File: src/hw/rtl/scta_ram.sv
`timescale 1ns / 1ps

module scta_ram #(
  parameter int DEPTH = 512,
  parameter int WIDTH = 7
) (
  input  logic                                      clk,
  input  logic                                      we,
  input  logic [((DEPTH > 2) ? $clog2(DEPTH) : 1)-1:0] waddr,
  input  logic [WIDTH-1:0]                          wdata,
  input  logic                                      re,
  input  logic [((DEPTH > 2) ? $clog2(DEPTH) : 1)-1:0] raddr,
  output logic [WIDTH-1:0]                          rdata
);

  logic [WIDTH-1:0] mem [DEPTH];

  always_ff @(posedge clk) begin
    if (we) begin
      mem[waddr] <= wdata;
    end
  end

  always_ff @(posedge clk) begin
    if (re) begin
      rdata <= mem[raddr];
    end
  end

endmodule
File: config.mk
export PLATFORM = sky130hd
export DESIGN_NAME = scta_ram
export DESIGN_NICKNAME = d
export VERILOG_FILES = /design/src/hw/rtl/scta_ram.sv
export SDC_FILE = /design/constraint.sdc
export NUM_CORES = 2
export LEC_CHECK = 0
export BUFFER_PORTS_ARGS = -buffer_cell sky130_fd_sc_hd__buf_2
export CAP_MARGIN = 25
export CORE_MARGIN = 2
export CORE_UTILIZATION = 25
export DETAILED_ROUTE_END_ITERATION = 10
export PLACE_DENSITY = 0.4
export SLEW_MARGIN = 30
export SYNTH_ARGS = -nofsm -noshare
export SYNTH_HDL_FRONTEND = slang
export SYNTH_SLANG_ARGS = --single-unit
File: constraint.sdc
create_clock -name clk -period 2.7 [get_ports clk]
set_input_delay 0.27 -clock clk [delete_from_list [all_inputs] [get_ports clk]]
set_output_delay 0.27 -clock clk [all_outputs]
set_load 0.01 [all_outputs]
==> run summary <==
status - complete, but fails checks
violated checks - setup timing
Layout area overhead - 24.1%
drc violations - 0
Primary FF master, synth - edfxtp_1
max-cap viol count - 0
Hold Fails Final Rpt - 0
synth unique cells - 72
PortBufs - 34
initial antenna violation count - 49
antenna viol nets, final - 0
asr flop ratio synth - 0
Ports - 35
DP Area - 0.162 mm^2
final core area utilization - 0.311
drt via density - 4.61
crit path DAT - 3540 ps
row count - 276
most common cell after layout, fill and taps aside - edfxtp_1
Register-to-Register Path Depth - 8
DP HPWL - 302000 um
core area - 0.564 mm^2
critical path endpoint category - flip-flop
Mapped Area - 0.141 mm^2
starting density of the core - 0.251
vias in the first global route - 79100
Final Critical Period - 2820 ps
flops & latches, synth - 3591
hold crit path type - primary input to flip-flop
Slew HR - 0.345
Final setup viols - 1
clock tree buffer depth - 4
Placed Instances - 15700
cell area after layout - 0.175 mm^2
maximum clock rate - 354 MHz
worst hold path stage count - 4
gpl congestion - 0.837
Critical Path RT - 3420 ps
final critical-path share of the clock period - 1.04
Crit Path Class - primary input to flip-flop
Worst Tran Pin Value - 972 ps
fin worst setup slack - -121 ps
number of synthesized flops with an enable pin - 3591
crit path max fanout - 9
Die Ht - 756 um
routed vias - 75900
Post-Syn Nets - 7182
Detailed Route WL - 451000 um
Clock Skew - 68.5 ps
syn avg cell area - 19.8 um^2
Fill cells - 54700
Clock transition at path regs - 60 ps
startpoint types - primary input
Layout Cells excl Fill - 16500
clk root buf - clkbuf_16
layout cells sized above 1 - 0.310
Hold WS - 101 ps
Max Transition Viols Final - 0
sequential cell area fraction in the yosys report - 0.763
Avg WL per Cell - 27.4 um
grt ovf - 0
P per Cell Area - 705 mW/mm^2
final net count - 8649
worst vdd rail ir drop - 523 uV
most frequent cells in the layout - edfxtp_1 (3591), buf_4 (1275), mux2i_1 (641)
first-pass GRT wire length - 629000 um
synthesized instance count - 7154
initial DRC count - 6538
Die Area - 0.572 mm^2
GR Util All Layers - 0.154
Die X-Extent - 756 um
worst-skew pair later-pin latency - 1000 ps
yosys warns - 0
CTS Buf Count - 395
RSZ-0062 raised after global routing - true
CTS tree - yes
largest net degree at the start of global routing - 124
Pre-antenna DRT Iters - 5
htree depth - 5
LEAKAGE - 57.4 nW
clk sink count - 3591
stage by stage:
stage | TNS (ps) | total power (W) | setup slack [ps]
finish | -121 | 0.124 | -121
global route | -112 | 0.127 | -73.2
CTS | -108 | 0.125 | -108
global placement | -7960 | 0.0698 | -1290
detailed placement | -7720 | 0.0699 | -1340
floorplan | 0 | 0.0656 | 245
state kept, by name, summed over array words and instances (netlist names):
register  cells
mem        3584
rdata         7
final cells by class:
| class | instances | area, um^2 | share of cell area |
|---|---|---|---|
| diodes | 8 | 20.0 | 0.000114 |
| clock buffers | 465 | 10300 | 0.0586 |
| clock inverters | 263 | 2840 | 0.0162 |
| inverters | 5 | 31.3 | 0.000178 |
| multi-input cells | 3104 | 31100 | 0.177 |
| flip-flops and latches | 3591 | 108000 | 0.615 |
| well taps | 7506 | 9390 | 0.0535 |
| repair buffers | 1524 | 14000 | 0.0796 |
metal layers:
layer / up-vias / wire, um / track usage
met4: 6 / 10500 / 0.0340
met5: - / 39 / 0
met2: 1860 / 218000 / 0.257
met3: 520 / 20400 / 0.0213
met1: 40800 / 202000 / 0.212
li1: 32700 / - / -
worst max-delay path: stages:
cell and delay [ps]:
buf_2 120, buf_12 150, buf_4 150, nand4b_1 270, buf_4 270, buf_4 200
nor2_2 540, buf_4 300, a2111oi_1 100, nand3_2 100, buf_6 130, nand4_1 420
buf_4 310, nor3b_2 140
where the power goes:
part	switching [W]	internal, W
clock	0.0227	0.0323
combinational	0.00443	0.00276
sequential	0.0000451	0.0614
synth_stat cells (13+ instances only):
| master | n | area, um^2 |
|---|---|---|
| mux2_2 | 23 | 259 |
| mux4_1 | 44 | 1160 |
| nand3_1 | 43 | 215 |
| buf_6 | 79 | 890 |
| a211o_1 | 13 | 114 |
| edfxtp_1 | 3591 | 108000 |
| nand4_1 | 35 | 219 |
| o31ai_1 | 24 | 180 |
| a2111oi_0 | 28 | 245 |
| mux4_2 | 554 | 12500 |
| mux2i_1 | 643 | 6440 |
| o22ai_1 | 213 | 1330 |
| a22oi_1 | 20 | 150 |
| buf_1 | 34 | 128 |
| nor4_1 | 40 | 250 |
| nor2_1 | 584 | 2190 |
| a31oi_1 | 16 | 100 |
| o221ai_1 | 195 | 1710 |
| clkbuf_1 | 196 | 736 |
| nor3_1 | 124 | 621 |
| buf_4 | 32 | 240 |
| buf_2 | 73 | 365 |
| nand2b_1 | 17 | 106 |
| o21ai_0 | 95 | 475 |
| nand2_1 | 139 | 522 |
| a21oi_1 | 97 | 485 |
| a211oi_1 | 14 | 105 |
| buf_8 | 20 | 300 |
cell families (layout without fill, tap and decap cells):
family	Yosys count	in the layout	synth area share
AO/OA/AOI/OAI	779	779	0.0388
buffers and inverters	459	2257	0.0213
flip-flops	3591	3591	0.763
multiplexers	1264	1264	0.144
other	0	8	0
AND/OR/NAND/NOR	1061	1061	0.0335
path summary, 6_finish.rpt:
| kind | from | to | slack (ps) |
|---|---|---|---|
| hold / removal | waddr[0] | mem[27][4] | 100 |
| setup reg to reg | mem[337][0] | rdata[0] | -90 |
| setup / recovery | raddr[6] | rdata[0] | -120 |
| hold reg to reg | mem[430][4] | rdata[4] | 1240 |
timing repair:
item	in CTS	in global routing
setup endpoints to repair	6	6
gates cloned	0	0
hold endpoints to repair	926	0
resized for setup	28	52
buffers inserted	1	2
pin swaps	9	22
hold buffers	11	0
(Power assumes the default switching activity.)
